==> config.mk <==
export PLATFORM = sky130hd
export DESIGN_NAME = thermal_lifecycle_and_updraft_flat
export DESIGN_NICKNAME = d
export VERILOG_FILES = /design/src/hdl/tlu_pkg.sv /design/src/hdl/tlu_stream_if.sv /design/src/hdl/tlu_div.sv /design/src/hdl/tlu_ctrl.sv /design/src/hdl/tlu_datapath.sv /design/src/hdl/thermal_lifecycle_and_updraft.sv /design/src/flat_wrapper.sv
export VERILOG_INCLUDE_DIRS = /design/src /design/src/hdl
export SDC_FILE = /design/constraint.sdc
export NUM_CORES = 2
export LEC_CHECK = 0
export BUFFER_PORTS_ARGS = -buffer_cell sky130_fd_sc_hd__buf_2
export CAP_MARGIN = 5
export CORE_UTILIZATION = 40
export CTS_BUF_LIST = sky130_fd_sc_hd__clkbuf_4 sky130_fd_sc_hd__clkbuf_8
export DETAILED_ROUTE_END_ITERATION = 10
export PLACE_DENSITY = 0.65
export SETUP_SLACK_MARGIN = 0.15
export SLEW_MARGIN = 0
export SYNTH_ARGS = -nofsm -noshare
export SYNTH_HDL_FRONTEND = slang
export SYNTH_SLANG_ARGS = --single-unit
==> constraint.sdc <==
create_clock -name i_clk -period 12 [get_ports i_clk]
set_clock_uncertainty 0.05 [all_clocks]
set_input_delay 0.6 -clock i_clk [delete_from_list [all_inputs] [get_ports i_clk]]
set_output_delay 0.6 -clock i_clk [all_outputs]
set_load 0.02 [all_outputs]
==> src/hdl/thermal_lifecycle_and_updraft_defines.svh <==
// Assertion macros shared by the thermal updraft RTL.
`ifndef THERMAL_LIFECYCLE_AND_UPDRAFT_DEFINES_SVH
`define THERMAL_LIFECYCLE_AND_UPDRAFT_DEFINES_SVH

// Consequent must hold in the same cycle as the antecedent.
`define TLU_ASSERT_SAME(lbl, ante, cons, msg) \
    lbl: assert property (@(posedge i_clk) disable iff (!i_rst_n) (ante) |-> (cons)) \
        else $error(msg);

// Consequent must hold in the cycle after the antecedent.
`define TLU_ASSERT_NEXT(lbl, ante, cons, msg) \
    lbl: assert property (@(posedge i_clk) disable iff (!i_rst_n) (ante) |=> (cons)) \
        else $error(msg);

`endif

==> src/hdl/tlu_pkg.sv <==
// Types, codes and constants shared by the thermal updraft modules.
package tlu_pkg;

    // Field and datapath widths.
    localparam int CFG_DATA_W = 24;
    localparam int CFG_IDX_W  = 3;
    localparam int COORD_W    = 24;
    localparam int VAL_W      = 16;
    localparam int RSQ_W      = 32;
    localparam int DIFF_W     = 25;
    localparam int MUL_A_W    = 32;
    localparam int MUL_B_W    = 25;
    localparam int PROD_W     = 50;
    localparam int QUOT_W     = 16;
    localparam int DIV_DEN_W  = 32;
    localparam int DIV_NUM_W  = DIV_DEN_W + QUOT_W;

    typedef logic [CFG_IDX_W-1:0] t_cfg_idx;

    // Configuration register indexes.
    localparam t_cfg_idx REG_BASE_X        = 3'd0;
    localparam t_cfg_idx REG_BASE_Y        = 3'd1;
    localparam t_cfg_idx REG_BASE_Z        = 3'd2;
    localparam t_cfg_idx REG_CYL_HEIGHT    = 3'd3;
    localparam t_cfg_idx REG_FULL_RADIUS   = 3'd4;
    localparam t_cfg_idx REG_PEAK_STRENGTH = 3'd5;
    localparam t_cfg_idx REG_RAMP_RATE     = 3'd6;
    localparam t_cfg_idx REG_SHRINK_RATE   = 3'd7;

    // Register values after reset.
    localparam logic [VAL_W-1:0] RST_CYL_HEIGHT    = 16'd2560;
    localparam logic [VAL_W-1:0] RST_FULL_RADIUS   = 16'd768;
    localparam logic [VAL_W-1:0] RST_PEAK_STRENGTH = 16'd256;
    localparam logic [VAL_W-1:0] RST_RAMP_RATE     = 16'd26;
    localparam logic [VAL_W-1:0] RST_SHRINK_RATE   = 16'd256;

    // Item commands.
    localparam logic CMD_TICK  = 1'b0;
    localparam logic CMD_QUERY = 1'b1;

    // Life cycle phases.
    typedef enum logic [1:0] {
        PH_GROWING   = 2'd0,
        PH_ON        = 2'd1,
        PH_SHRINKING = 2'd2,
        PH_OFF       = 2'd3
    } t_phase;

    typedef struct packed {
        logic                      cmd;
        logic [15:0]               step_time;
        logic [15:0]               random_draw;
        logic signed [COORD_W-1:0] query_x;
        logic signed [COORD_W-1:0] query_y;
        logic signed [COORD_W-1:0] query_z;
    } t_in_item;

    typedef struct packed {
        logic [VAL_W-1:0] velocity_z;
        logic [VAL_W-1:0] strength_now;
        logic [RSQ_W-1:0] radius_squared;
        logic [1:0]       phase;
        logic             finished;
    } t_out_item;

    // Datapath operations issued by the controller, one per cycle.
    typedef enum logic [4:0] {
        OP_NONE,
        OP_LOAD,
        OP_MUL_INC,
        OP_MUL_SHR,
        OP_LIFE,
        OP_MUL_FS,
        OP_RAD_PICK,
        OP_RAD_TAKE,
        OP_MUL_RR,
        OP_SAVE_RSQ,
        OP_DIFF,
        OP_MUL_DX,
        OP_MUL_DY,
        OP_SUM,
        OP_MUL_VS,
        OP_DIV_VEL,
        OP_VEL_TAKE,
        OP_EMIT
    } t_dp_op;

    typedef struct packed {
        t_dp_op op;
    } t_dp_cmd;

    typedef struct packed {
        logic is_query;
        logic finished;
        logic rad_zero;
        logic rad_sat;
        logic in_cyl;
        logic div_done;
        logic out_free;
    } t_dp_status;

endpackage

==> src/hdl/tlu_stream_if.sv <==
// Valid/ready stream channel carrying one payload per transaction.
interface tlu_stream_if #(
    parameter type T = logic
) ();
    logic valid;
    logic ready;
    T     data;

    modport source (output valid, output data, input ready);
    modport sink   (input valid, input data, output ready);
endinterface

==> src/hdl/tlu_div.sv <==
// Restoring serial divider producing a 16-bit quotient, one bit per cycle.
`include "thermal_lifecycle_and_updraft_defines.svh"

module tlu_div (
    input  logic                           i_clk,
    input  logic                           i_rst_n,
    input  logic                           i_start,
    input  logic [tlu_pkg::DIV_NUM_W-1:0]  i_num,
    input  logic [tlu_pkg::DIV_DEN_W-1:0]  i_den,
    output logic                           o_done,
    output logic [tlu_pkg::QUOT_W-1:0]     o_quot
);
    import tlu_pkg::*;

    localparam int CNT_W = $clog2(QUOT_W);
    localparam logic [CNT_W-1:0] LAST_STEP = CNT_W'(QUOT_W - 1);

    logic [DIV_DEN_W-1:0] r_rem;
    logic [QUOT_W-1:0]    r_low;
    logic [DIV_DEN_W-1:0] r_den;
    logic [QUOT_W-1:0]    r_quot;
    logic [CNT_W-1:0]     r_cnt;
    logic                 r_busy;
    logic                 r_done;
    logic [DIV_DEN_W:0]   w_trial;
    logic [DIV_DEN_W:0]   w_diff;
    logic                 w_ge;

    // One trial subtraction per cycle.
    assign w_trial = {r_rem, r_low[QUOT_W-1]};
    assign w_diff  = w_trial - {1'b0, r_den};
    assign w_ge    = (w_trial >= {1'b0, r_den});

    // Sequencing: busy for exactly one step per quotient bit.
    always_ff @(posedge i_clk) begin
        if (!i_rst_n) begin
            r_busy <= 1'b0;
            r_done <= 1'b0;
            r_cnt  <= '0;
        end else begin
            r_done <= r_busy && (r_cnt == LAST_STEP);
            if (i_start) begin
                r_busy <= 1'b1;
                r_cnt  <= '0;
            end else if (r_busy) begin
                r_cnt <= r_cnt + 1'b1;
                if (r_cnt == LAST_STEP) begin
                    r_busy <= 1'b0;
                end
            end
        end
    end

    // The upper numerator bits start as the partial remainder; the caller
    // guarantees they are below the divisor, so 16 quotient bits suffice.
    always_ff @(posedge i_clk) begin
        if (i_start) begin
            r_rem  <= i_num[DIV_NUM_W-1:QUOT_W];
            r_low  <= i_num[QUOT_W-1:0];
            r_den  <= i_den;
            r_quot <= '0;
        end else if (r_busy) begin
            r_rem  <= w_ge ? w_diff[DIV_DEN_W-1:0] : w_trial[DIV_DEN_W-1:0];
            r_low  <= {r_low[QUOT_W-2:0], 1'b0};
            r_quot <= {r_quot[QUOT_W-2:0], w_ge};
        end
    end

    assign o_done = r_done;
    assign o_quot = r_quot;

    `TLU_ASSERT_SAME(a_div_start_idle, i_start, !r_busy, "divider restarted while busy")
    `TLU_ASSERT_SAME(a_div_range, i_start, i_num[DIV_NUM_W-1:QUOT_W] < i_den,
        "quotient would not fit in 16 bits")

endmodule

==> src/hdl/tlu_ctrl.sv <==
// Controller state machine sequencing ticks and queries through the datapath.
`include "thermal_lifecycle_and_updraft_defines.svh"

module tlu_ctrl (
    input  logic                i_clk,
    input  logic                i_rst_n,
    input  logic                i_in_valid,
    output logic                o_in_ready,
    input  tlu_pkg::t_dp_status i_status,
    output tlu_pkg::t_dp_cmd    o_cmd
);
    import tlu_pkg::*;

    typedef enum logic [3:0] {
        S_IDLE,
        S_START,
        S_MUL_SHR,
        S_LIFE,
        S_MUL_FS,
        S_RAD_PICK,
        S_DIV_R,
        S_MUL_RR,
        S_SAVE_RSQ,
        S_MUL_DX,
        S_MUL_DY,
        S_SUM,
        S_CHECK,
        S_DIV_V_START,
        S_DIV_V,
        S_OUT
    } t_state;

    t_state r_state;
    t_state n_state;
    logic   r_in_ready;
    t_dp_op w_op;

    // Next state and the datapath operation for this cycle.
    always_comb begin
        n_state = r_state;
        w_op    = OP_NONE;
        case (r_state)
            S_IDLE: begin
                if (r_in_ready && i_in_valid) begin
                    w_op    = OP_LOAD;
                    n_state = S_START;
                end
            end
            S_START: begin
                if (i_status.is_query) begin
                    w_op    = OP_DIFF;
                    n_state = S_MUL_DX;
                end else begin
                    w_op    = OP_MUL_INC;
                    n_state = S_MUL_SHR;
                end
            end
            S_MUL_SHR: begin
                w_op    = OP_MUL_SHR;
                n_state = S_LIFE;
            end
            S_LIFE: begin
                w_op    = OP_LIFE;
                n_state = S_MUL_FS;
            end
            S_MUL_FS: begin
                // A finishing tick leaves the radius as it was.
                if (i_status.finished) begin
                    n_state = S_OUT;
                end else begin
                    w_op    = OP_MUL_FS;
                    n_state = S_RAD_PICK;
                end
            end
            S_RAD_PICK: begin
                w_op = OP_RAD_PICK;
                if (i_status.rad_zero || i_status.rad_sat) begin
                    n_state = S_MUL_RR;
                end else begin
                    n_state = S_DIV_R;
                end
            end
            S_DIV_R: begin
                if (i_status.div_done) begin
                    w_op    = OP_RAD_TAKE;
                    n_state = S_MUL_RR;
                end
            end
            S_MUL_RR: begin
                w_op    = OP_MUL_RR;
                n_state = S_SAVE_RSQ;
            end
            S_SAVE_RSQ: begin
                w_op    = OP_SAVE_RSQ;
                n_state = S_OUT;
            end
            S_MUL_DX: begin
                w_op    = OP_MUL_DX;
                n_state = S_MUL_DY;
            end
            S_MUL_DY: begin
                w_op    = OP_MUL_DY;
                n_state = S_SUM;
            end
            S_SUM: begin
                w_op    = OP_SUM;
                n_state = S_CHECK;
            end
            S_CHECK: begin
                if (i_status.in_cyl) begin
                    w_op    = OP_MUL_VS;
                    n_state = S_DIV_V_START;
                end else begin
                    n_state = S_OUT;
                end
            end
            S_DIV_V_START: begin
                w_op    = OP_DIV_VEL;
                n_state = S_DIV_V;
            end
            S_DIV_V: begin
                if (i_status.div_done) begin
                    w_op    = OP_VEL_TAKE;
                    n_state = S_OUT;
                end
            end
            S_OUT: begin
                if (i_status.out_free) begin
                    w_op    = OP_EMIT;
                    n_state = S_IDLE;
                end
            end
            default: begin
                n_state = S_IDLE;
            end
        endcase
    end

    // State and the registered input ready.
    always_ff @(posedge i_clk) begin
        if (!i_rst_n) begin
            r_state    <= S_IDLE;
            r_in_ready <= 1'b0;
        end else begin
            r_state    <= n_state;
            r_in_ready <= (n_state == S_IDLE);
        end
    end

    assign o_in_ready = r_in_ready;
    assign o_cmd.op   = w_op;

    `TLU_ASSERT_NEXT(a_accept_closes, i_in_valid && r_in_ready, !r_in_ready,
        "second transaction accepted while an item is in progress")

endmodule

==> src/hdl/tlu_datapath.sv <==
// Datapath: configuration and life cycle registers, shared multiplier,
// serial divider and the output register.
`include "thermal_lifecycle_and_updraft_defines.svh"

module tlu_datapath #(
    parameter int FRAC_BITS = 8
) (
    input  logic                             i_clk,
    input  logic                             i_rst_n,
    input  logic                             i_cfg_we,
    input  tlu_pkg::t_cfg_idx                i_cfg_idx,
    input  logic [tlu_pkg::CFG_DATA_W-1:0]   i_cfg_data,
    input  tlu_pkg::t_in_item                i_item,
    input  logic                             i_out_ready,
    output logic                             o_out_valid,
    output tlu_pkg::t_out_item               o_out,
    input  tlu_pkg::t_dp_cmd                 i_cmd,
    output tlu_pkg::t_dp_status              o_status
);
    import tlu_pkg::*;

    localparam int DRAW_W = 16 + FRAC_BITS;
    localparam int CMP_W  = 33;
    localparam int ZEXT_W = COORD_W + 2;

    // Configuration registers.
    logic signed [COORD_W-1:0] r_base_x;
    logic signed [COORD_W-1:0] r_base_y;
    logic signed [COORD_W-1:0] r_base_z;
    logic [VAL_W-1:0]          r_cyl_height;
    logic [VAL_W-1:0]          r_full_radius;
    logic [VAL_W-1:0]          r_peak;
    logic [VAL_W-1:0]          r_ramp;
    logic [VAL_W-1:0]          r_shrink;
    logic [VAL_W-1:0]          n_peak;
    logic [VAL_W-1:0]          n_ramp;

    // Life cycle state.
    t_phase                    r_phase;
    logic [VAL_W-1:0]          r_strength;
    logic [RSQ_W-1:0]          r_rsq;
    t_phase                    n_phase;
    logic [VAL_W-1:0]          n_strength;
    logic                      n_life_done;

    // Working registers for the current item.
    t_in_item                  r_item;
    logic [VAL_W-1:0]          r_inc;
    logic [PROD_W-1:0]         r_prod;
    logic [DIFF_W-1:0]         r_dx;
    logic [DIFF_W-1:0]         r_dy;
    logic                      r_zin;
    logic [PROD_W-1:0]         r_acc;
    logic [VAL_W-1:0]          r_r;
    logic [VAL_W-1:0]          r_vel;
    logic                      r_finished;
    t_out_item                 r_out;
    logic                      r_out_valid;

    // Combinational helpers.
    logic [VAL_W:0]            w_grow_sum;
    logic [DRAW_W-1:0]         w_draw_sh;
    logic [CMP_W-1:0]          w_draw_cmp;
    logic [CMP_W-1:0]          w_shr_cmp;
    logic                      w_rad_zero;
    logic                      w_rad_sat;
    logic [DIFF_W-1:0]         w_dx;
    logic [DIFF_W-1:0]         w_dy;
    logic [DIFF_W-1:0]         w_dx_mag;
    logic [DIFF_W-1:0]         w_dy_mag;
    logic signed [ZEXT_W-1:0]  w_qz_ext;
    logic signed [ZEXT_W-1:0]  w_bz_ext;
    logic signed [ZEXT_W-1:0]  w_z_top;
    logic                      w_zin;
    logic [MUL_A_W-1:0]        w_mul_a;
    logic [MUL_B_W-1:0]        w_mul_b;
    logic [MUL_A_W+MUL_B_W-1:0] w_mul_p;
    logic                      w_mul_en;
    logic                      w_div_start;
    logic [DIV_NUM_W-1:0]      w_div_num;
    logic [DIV_DEN_W-1:0]      w_div_den;
    logic                      w_div_done;
    logic [QUOT_W-1:0]         w_div_quot;

    // Peak and ramp as they stand after a configuration write this cycle.
    assign n_peak = (i_cfg_we && (i_cfg_idx == REG_PEAK_STRENGTH)) ?
                    i_cfg_data[VAL_W-1:0] : r_peak;
    assign n_ramp = (i_cfg_we && (i_cfg_idx == REG_RAMP_RATE)) ?
                    i_cfg_data[VAL_W-1:0] : r_ramp;

    // Shrink test: draw scaled to the rate format against shrink_rate * dt.
    assign w_draw_sh  = {r_item.random_draw, {FRAC_BITS{1'b0}}};
    assign w_draw_cmp = CMP_W'(w_draw_sh);
    assign w_shr_cmp  = CMP_W'(r_prod[RSQ_W-1:0]);
    assign w_grow_sum = {1'b0, r_strength} + {1'b0, r_inc};

    // Life cycle step for a tick.
    always_comb begin
        n_phase     = r_phase;
        n_strength  = r_strength;
        n_life_done = 1'b0;
        case (r_phase)
            PH_GROWING: begin
                if (w_grow_sum > {1'b0, r_peak}) begin
                    n_strength = r_peak;
                    n_phase    = PH_ON;
                end else begin
                    n_strength = w_grow_sum[VAL_W-1:0];
                end
            end
            PH_ON: begin
                if (w_draw_cmp < w_shr_cmp) begin
                    if (r_ramp == '0) begin
                        n_strength  = '0;
                        n_phase     = PH_OFF;
                        n_life_done = 1'b1;
                    end else begin
                        n_phase = PH_SHRINKING;
                    end
                end
            end
            PH_SHRINKING: begin
                if (r_inc >= r_strength) begin
                    n_strength  = '0;
                    n_phase     = PH_OFF;
                    n_life_done = 1'b1;
                end else begin
                    n_strength = r_strength - r_inc;
                end
            end
            PH_OFF: begin
                n_phase = PH_OFF;
            end
            default: begin
                n_phase = r_phase;
            end
        endcase
    end

    // Radius shortcuts: no peak gives radius zero, and a quotient that would
    // not fit in 16 bits saturates.
    assign w_rad_zero = (r_peak == '0);
    assign w_rad_sat  = (r_prod[RSQ_W-1:0] >= {r_peak, 16'b0});

    // Query geometry: horizontal offsets and the strict height window.
    assign w_dx     = {r_item.query_x[COORD_W-1], r_item.query_x}
                    - {r_base_x[COORD_W-1], r_base_x};
    assign w_dy     = {r_item.query_y[COORD_W-1], r_item.query_y}
                    - {r_base_y[COORD_W-1], r_base_y};
    assign w_dx_mag = w_dx[DIFF_W-1] ? (~w_dx + 1'b1) : w_dx;
    assign w_dy_mag = w_dy[DIFF_W-1] ? (~w_dy + 1'b1) : w_dy;
    assign w_qz_ext = {{2{r_item.query_z[COORD_W-1]}}, r_item.query_z};
    assign w_bz_ext = {{2{r_base_z[COORD_W-1]}}, r_base_z};
    assign w_z_top  = w_bz_ext + $signed({{(ZEXT_W-VAL_W){1'b0}}, r_cyl_height});
    assign w_zin    = (w_qz_ext > w_bz_ext) && (w_qz_ext < w_z_top);

    // Operand selection for the shared multiplier.
    always_comb begin
        w_mul_a  = '0;
        w_mul_b  = '0;
        w_mul_en = 1'b1;
        case (i_cmd.op)
            OP_MUL_INC: begin
                w_mul_a = MUL_A_W'(r_ramp);
                w_mul_b = MUL_B_W'(r_item.step_time);
            end
            OP_MUL_SHR: begin
                w_mul_a = MUL_A_W'(r_shrink);
                w_mul_b = MUL_B_W'(r_item.step_time);
            end
            OP_MUL_FS: begin
                w_mul_a = MUL_A_W'(r_full_radius);
                w_mul_b = MUL_B_W'(r_strength);
            end
            OP_MUL_RR: begin
                w_mul_a = MUL_A_W'(r_r);
                w_mul_b = MUL_B_W'(r_r);
            end
            OP_MUL_DX: begin
                w_mul_a = MUL_A_W'(r_dx);
                w_mul_b = r_dx;
            end
            OP_MUL_DY: begin
                w_mul_a = MUL_A_W'(r_dy);
                w_mul_b = r_dy;
            end
            OP_MUL_VS: begin
                w_mul_a = r_acc[MUL_A_W-1:0];
                w_mul_b = MUL_B_W'(r_strength);
            end
            default: begin
                w_mul_en = 1'b0;
            end
        endcase
    end

    assign w_mul_p = w_mul_a * w_mul_b;

    // Divider operands: radius from full_radius * strength over peak, or the
    // velocity from dist_sq * strength over radius squared.
    assign w_div_start = ((i_cmd.op == OP_RAD_PICK) && !w_rad_zero && !w_rad_sat)
                       || (i_cmd.op == OP_DIV_VEL);
    assign w_div_num   = (i_cmd.op == OP_DIV_VEL) ? r_prod[DIV_NUM_W-1:0]
                       : DIV_NUM_W'(r_prod[RSQ_W-1:0]);
    assign w_div_den   = (i_cmd.op == OP_DIV_VEL) ? r_rsq : DIV_DEN_W'(r_peak);

    tlu_div u_div (
        .i_clk   (i_clk),
        .i_rst_n (i_rst_n),
        .i_start (w_div_start),
        .i_num   (w_div_num),
        .i_den   (w_div_den),
        .o_done  (w_div_done),
        .o_quot  (w_div_quot)
    );

    // Configuration, life cycle state and output valid.
    always_ff @(posedge i_clk) begin
        if (!i_rst_n) begin
            r_base_x      <= '0;
            r_base_y      <= '0;
            r_base_z      <= '0;
            r_cyl_height  <= RST_CYL_HEIGHT;
            r_full_radius <= RST_FULL_RADIUS;
            r_peak        <= RST_PEAK_STRENGTH;
            r_ramp        <= RST_RAMP_RATE;
            r_shrink      <= RST_SHRINK_RATE;
            r_phase       <= PH_GROWING;
            r_strength    <= '0;
            r_rsq         <= '0;
            r_out_valid   <= 1'b0;
        end else begin
            if (i_cmd.op == OP_LIFE) begin
                r_phase    <= n_phase;
                r_strength <= n_strength;
            end
            if (i_cmd.op == OP_SAVE_RSQ) begin
                r_rsq <= r_prod[RSQ_W-1:0];
            end
            if (i_cmd.op == OP_EMIT) begin
                r_out_valid <= 1'b1;
            end else if (i_out_ready) begin
                r_out_valid <= 1'b0;
            end
            // Any register write starts a new thermal.
            if (i_cfg_we) begin
                case (i_cfg_idx)
                    REG_BASE_X:        r_base_x      <= i_cfg_data;
                    REG_BASE_Y:        r_base_y      <= i_cfg_data;
                    REG_BASE_Z:        r_base_z      <= i_cfg_data;
                    REG_CYL_HEIGHT:    r_cyl_height  <= i_cfg_data[VAL_W-1:0];
                    REG_FULL_RADIUS:   r_full_radius <= i_cfg_data[VAL_W-1:0];
                    REG_PEAK_STRENGTH: r_peak        <= i_cfg_data[VAL_W-1:0];
                    REG_RAMP_RATE:     r_ramp        <= i_cfg_data[VAL_W-1:0];
                    REG_SHRINK_RATE:   r_shrink      <= i_cfg_data[VAL_W-1:0];
                    default:           r_shrink      <= r_shrink;
                endcase
                r_phase    <= (n_ramp == '0) ? PH_ON : PH_GROWING;
                r_strength <= (n_ramp == '0) ? n_peak : '0;
                r_rsq      <= '0;
            end
        end
    end

    // Working registers of the item in progress.
    always_ff @(posedge i_clk) begin
        if (w_mul_en) begin
            r_prod <= w_mul_p[PROD_W-1:0];
        end
        case (i_cmd.op)
            OP_LOAD: begin
                r_item     <= i_item;
                r_vel      <= '0;
                r_finished <= 1'b0;
            end
            OP_MUL_SHR:  r_inc      <= r_prod[RSQ_W-1:VAL_W];
            OP_LIFE:     r_finished <= n_life_done;
            OP_RAD_PICK: r_r        <= w_rad_zero ? '0 : '1;
            OP_RAD_TAKE: r_r        <= w_div_quot;
            OP_DIFF: begin
                r_dx  <= w_dx_mag;
                r_dy  <= w_dy_mag;
                r_zin <= w_zin;
            end
            OP_MUL_DY:   r_acc      <= r_prod;
            OP_SUM:      r_acc      <= r_acc + r_prod;
            OP_VEL_TAKE: r_vel      <= w_div_quot;
            OP_EMIT: begin
                r_out.velocity_z     <= r_vel;
                r_out.strength_now   <= r_strength;
                r_out.radius_squared <= r_rsq;
                r_out.phase          <= r_phase;
                r_out.finished       <= r_finished;
            end
            default: begin
                r_inc <= r_inc;
            end
        endcase
    end

    assign o_out_valid       = r_out_valid;
    assign o_out             = r_out;
    assign o_status.is_query = (r_item.cmd == CMD_QUERY);
    assign o_status.finished = r_finished;
    assign o_status.rad_zero = w_rad_zero;
    assign o_status.rad_sat  = w_rad_sat;
    assign o_status.in_cyl   = r_zin && (r_acc < PROD_W'(r_rsq));
    assign o_status.div_done = w_div_done;
    assign o_status.out_free = !r_out_valid || i_out_ready;

    `TLU_ASSERT_SAME(a_emit_free, i_cmd.op == OP_EMIT, !r_out_valid || i_out_ready,
        "result register overwritten before it was taken")
    `TLU_ASSERT_SAME(a_strength_cap, 1'b1, r_strength <= r_peak,
        "strength above peak strength")
    `TLU_ASSERT_SAME(a_off_empty, r_phase == PH_OFF, r_strength == '0,
        "thermal off with non-zero strength")

endmodule

==> src/hdl/thermal_lifecycle_and_updraft.sv <==
// Top level of the thermal updraft block: controller, datapath and channels.
//
// Usage. One input channel (i_item) takes tick and query transactions; one
// output channel (o_result) returns exactly one result transaction for each,
// in order. A tick (cmd 0) advances the life cycle by step_time and, unless
// it finishes the thermal, updates the radius squared; a query (cmd 1)
// returns the upward velocity at a point. Registers are written through
// i_cfg_we / i_cfg_idx / i_cfg_data; the user must write them only while the
// block is idle, which the block itself does not enforce; every write restarts
// the thermal. A non-finishing tick whose radius is neither zero nor saturated
// and a query inside the cylinder each run a division on the 16-step serial
// divider shared by the radius and velocity paths. One item is processed at a
// time; the next transaction is accepted at the earliest in the cycle after
// the result has been written to the output register.
// Reset (synchronous, active low) loads the default registers and a growing
// thermal of zero strength; i_item.ready rises in the cycle after reset ends.
// A stalled receiver holds the result in the output register; the next item
// is still accepted and processed, and waits before its own result is written.
module thermal_lifecycle_and_updraft #(
    parameter int FRAC_BITS = 8
) (
    input  logic                            i_clk,
    input  logic                            i_rst_n,
    input  logic                            i_cfg_we,
    input  logic [tlu_pkg::CFG_IDX_W-1:0]   i_cfg_idx,
    input  logic [tlu_pkg::CFG_DATA_W-1:0]  i_cfg_data,
    tlu_stream_if.sink                      i_item,
    tlu_stream_if.source                    o_result
);
    import tlu_pkg::*;

    t_dp_cmd    w_cmd;
    t_dp_status w_status;

    // Sequencing of each transaction.
    tlu_ctrl u_ctrl (
        .i_clk      (i_clk),
        .i_rst_n    (i_rst_n),
        .i_in_valid (i_item.valid),
        .o_in_ready (i_item.ready),
        .i_status   (w_status),
        .o_cmd      (w_cmd)
    );

    // Arithmetic, state and result register.
    tlu_datapath #(
        .FRAC_BITS (FRAC_BITS)
    ) u_datapath (
        .i_clk       (i_clk),
        .i_rst_n     (i_rst_n),
        .i_cfg_we    (i_cfg_we),
        .i_cfg_idx   (i_cfg_idx),
        .i_cfg_data  (i_cfg_data),
        .i_item      (i_item.data),
        .i_out_ready (o_result.ready),
        .o_out_valid (o_result.valid),
        .o_out       (o_result.data),
        .i_cmd       (w_cmd),
        .o_status    (w_status)
    );

endmodule
==> src/flat_wrapper.sv <==
// flat-port wrapper written by rule: the top's interface ports become plain ports
module thermal_lifecycle_and_updraft_flat import tlu_pkg::*;
#(
    parameter int FRAC_BITS = 8
)
  (i_clk, i_rst_n, i_cfg_we, i_cfg_idx, i_cfg_data, i_item_valid, i_item_data, i_item_ready, o_result_valid, o_result_data, o_result_ready);
  tlu_stream_if i_item_i ();
  tlu_stream_if o_result_i ();
  input  logic i_clk;
  input  logic i_rst_n;
  input  logic i_cfg_we;
  input  logic [tlu_pkg::CFG_IDX_W-1:0] i_cfg_idx;
  input  logic [tlu_pkg::CFG_DATA_W-1:0] i_cfg_data;
  input wire logic [$bits(i_item_i.valid)-1:0] i_item_valid;
  input wire logic [$bits(i_item_i.data)-1:0] i_item_data;
  output wire logic [$bits(i_item_i.ready)-1:0] i_item_ready;
  output wire logic [$bits(o_result_i.valid)-1:0] o_result_valid;
  output wire logic [$bits(o_result_i.data)-1:0] o_result_data;
  input wire logic [$bits(o_result_i.ready)-1:0] o_result_ready;
  assign i_item_i.valid = i_item_valid;
  assign i_item_i.data = i_item_data;
  assign i_item_ready = i_item_i.ready;
  assign o_result_valid = o_result_i.valid;
  assign o_result_data = o_result_i.data;
  assign o_result_i.ready = o_result_ready;
  thermal_lifecycle_and_updraft #(.FRAC_BITS(FRAC_BITS)) u_core (.i_clk(i_clk), .i_rst_n(i_rst_n), .i_cfg_we(i_cfg_we), .i_cfg_idx(i_cfg_idx), .i_cfg_data(i_cfg_data), .i_item(i_item_i), .o_result(o_result_i));
endmodule
==> flow_metrics.py <==
metrics = {
    "clock_network": {
        "clockBufferDepth": 3,
        "clk_latency_ns": 0.73,
        "clkTransAtPathRegs_ns": 0.06,
        "clock-root-buffer": "clkbuf_8",
        "post-cts-setup-buffers": 0,
        "cts_sinks": 496,
        "cts_buffers": 88,
        "cts_tree": "done",
        "htree_num_levels": 3,
    },
    "power": {
        "ir_drop_mv": 0.1005,
        "power.total_uw": 6759,
        "p_leak_uw": 0.02605,
        "power_density_nw_per_um2": 114.9,
    },
    "setup_path": {
        "start_kind": "flop",
        "path_max_fanout": 16,
        "slowest_stage": "a2111oi_4",
        "critical_path_class": "reg -> reg",
        "crit_path_end_kind": "flop",
        "cp_data_arrival_time_ns": 11.49,
        "slowest_delay_ns": 1.20,
        "crit_required_ns": 12.36,
    },
    "timing": {
        "fin_setup_tns_ns": 0,
        "tightest_slew_ns": 1.378,
        "hold_violations": 0,
        "timing.fmax_mhz": 89.80,
        "finalSetupViolCount": 0,
        "rsz0062_at_grt": "no",
        "fin_crit_sh": 0.9280,
        "slew_viol_final": 0,
        "fin_crit_ns": 11.14,
        "slew_headroom": 0.08131,
    },
    "die": {
        "coreArea_um2": 135300,
        "ios": 36,
        "core.rowCount": 135,
        "die_y_um": 371.2,
        "die_area_um2": 137800,
        "start_util": 0.4030,
        "fp.dieW_um": 371.2,
    },
    "drt": {
        "vias": 44910,
        "drc": 0,
        "drtIter0Drc": 4201,
        "wire_per_inst_um": 22.02,
        "ant_nets": 0,
        "first_pass_iters": 8,
        "wl_mm": 179.9,
        "viasPerCell": 5.499,
    },
    "global_routing": {
        "antenna_found_initial": 7,
        "grt_pass1_vias": 45270,
        "grt_overflow_total": 0,
        "grt_pass1_wl_mm": 274.4,
        "gr-usage-all-layers": 0.2626,
        "grt_max_degree": 95,
    },
    "synth": {
        "ys_ff_latch": 496,
        "synth.area.top_cells": "fa_1 25%, edfxtp_1 15%, dfxtp_1 8.4%",
        "synth_edf_count": 266,
        "synthArstFlopShare": 0,
        "synth_area_per_cell_um2": 8.643,
        "yosysWarningCount": 0,
        "synth_top_area_frac": 0.2471,
        "synth_top_area_cell": "fa_1",
        "ys_seq_area_frac": 0.2309,
        "synth_ff_type": "edfxtp_1",
        "synth_area_um2": 54530,
        "synth_cell_types": 98,
        "syn_inst": 6309,
    },
    "min_path": {
        "hp-class": "in -> reg",
    },
    "layout": {
        "final_layout_size_suffix_gt1_frac": 0.06422,
        "syn2layout_area_growth_pct": 7.859,
        "final_nets": 7368,
        "fin_cells": 8167,
    },
    "place": {
        "gp_congestion": 1.028,
        "placed_cells": 7999,
        "place_hpwl_mm": 140.4,
        "port_buffers": 35,
    },
    "run": {
        "maxCapViolCount": 0,
    },
    "outcome": {
        "status": "complete, no violations",
    },
}
==> layout make-up <==
type / count / area, µm²
fill: 13270 / 76480
multi-input combinational: 4602 / 37290
sequential: 496 / 12590
inverter: 967 / 3632
tap: 1781 / 2228
clock buffer: 129 / 1582
timing repair buffer: 154 / 1079
clock inverter: 36 / 410.4
antenna: 2 / 5.005
==> flip-flops by register name, indices dropped and copies added (netlist names), 24 cells and up <==
register	count
u_core.u_datapath.r_base_x	24
u_core.u_datapath.u_div.r_rem	32
u_core.u_datapath.r_dy	25
u_core.u_datapath.r_base_y	24
u_core.u_datapath.r_prod	50
u_core.u_datapath.r_rsq	32
u_core.u_datapath.r_dx	25
u_core.u_datapath.r_acc	50
u_core.u_datapath.u_div.r_den	32
u_core.u_datapath.r_base_z	24
==> layout by cell type, fill, tap and decap left out, types with 35 or more instances in the layout <==
master / n
xor2_1: 91
nor2b_1: 54
a21o_1: 129
nor2_1: 449
nand2b_1: 39
ha_1: 353
buf_4: 117
xnor2_1: 150
and2_1: 50
fa_1: 673
conb_1: 88
nor3_1: 88
a21oi_1: 403
nand4_1: 42
buf_2: 35
edfxtp_1: 266
o21a_1: 43
mux2i_1: 48
clkbuf_8: 98
o21ai_0: 231
nand3_1: 81
inv_1: 964
nor4_1: 49
nand2_1: 1086
dfxtp_1: 230
==> cell families after synthesis <==
family | Yosys count | synth area share
AOI/OAI and AO/OA | 1122 | 0.1315
buffers and inverters | 1297 | 0.09396
other | 2 | 0.0001377
and+or+nand+nor | 2057 | 0.1637
xor gates and xnor gates | 241 | 0.03871
DFF | 496 | 0.2309
muxes | 68 | 0.01294
adders and majority gates | 1026 | 0.3281
==> path summary, 6_finish.rpt <==
path	slack [ns]	cells past startpoint	start	end
setup / recovery	0.86	34	u_core.u_datapath.r_acc[18]$_DFFE_PP_	u_core.u_datapath.r_prod[49]$_DFFE_PP_
hold / removal	0.09	3	i_cfg_data[17]	u_core.u_datapath.r_base_z[17]$_SDFFE_PN0P_
setup reg to reg	0.86	34	u_core.u_datapath.r_acc[18]$_DFFE_PP_	u_core.u_datapath.r_prod[49]$_DFFE_PP_
hold reg to reg	0.40	2	u_core.u_datapath.r_rsq[24]$_SDFFE_PP0N_	u_core.u_datapath.r_rsq[24]$_SDFFE_PP0N_
==> worst max-delay path, delay by kind of cell (launching register included) <==
kind	cells	cell delay, ns
XOR/XNOR	1	0.12
buffers and inverters	5	0.32
adder cells (fa/ha/maj)	9	4.38
AO/OA/AOI/OAI	15	3.98
AND/OR/NAND/NOR	4	1.34
flip-flops	1	0.58
==> layer usage <==
layer	up-vias	track usage	routed length, µm
li1	20420	-	-
met1	22130	0.3315	71970
met2	1908	0.4148	80420
met3	448	0.08098	18860
met4	8	0.1103	8583
met5	-	0	55
==> cell usage after synthesis, types with 11 or more instances <==
cell	instances
nand4_1	42
nor2b_1	54
buf_6	12
buf_1	17
dfxtp_1	230
o31ai_1	21
a222oi_1	31
o21a_1	43
clkbuf_1	195
and2_1	51
edfxtp_1	266
inv_1	965
buf_4	13
ha_1	353
nor2_1	451
o211ai_1	18
o21bai_1	17
mux2i_1	48
a21o_1	129
o21ai_0	232
a211oi_1	19
a21oi_1	404
or3_1	19
mux2_2	20
nand2b_1	40
xor2_1	91
a21oi_2	19
nor3_1	90
fa_1	673
and3_1	33
nand3_1	82
xnor2_1	150
or2_2	11
a31oi_1	37
nor4_1	50
buf_2	93
nand2_1	1086
==> timing repair <==
action                                  in CTS  in global routing
resized for setup                            0                  0
endpoints found under the hold margin        1                  0
hold buffers                                 1                  0
endpoints found under the setup margin       0                  0
==> per-stage QoR <==
| stage | worst slack (ns) | hold WS, ns | instance area, µm² | util |
|---|---|---|---|---|
| final | 0.8641 | 0.08945 | 58810 | 0.4347 |
| after detailed placement | 1.080 | 0.3965 | 56810 | 0.4199 |
| after floorplan | 2.644 | 0.3857 | 54850 | - |
| after global placement | 1.152 | 0.3910 | 56790 | 0.4198 |
| after global routing | 0.4507 | 0.05858 | 58810 | 0.4347 |
| after CTS | 1.052 | 0.02860 | 58810 | 0.4347 |
==> report_power, final <==
part	leakage (µW)	internal, µW	total, µW	switching, µW
Combinational	0.0207	927	2620	1700
Sequential	0.00430	2070	2330	256
Clock	0.00104	1010	1810	797
Power figures use the tool's default switching activity.
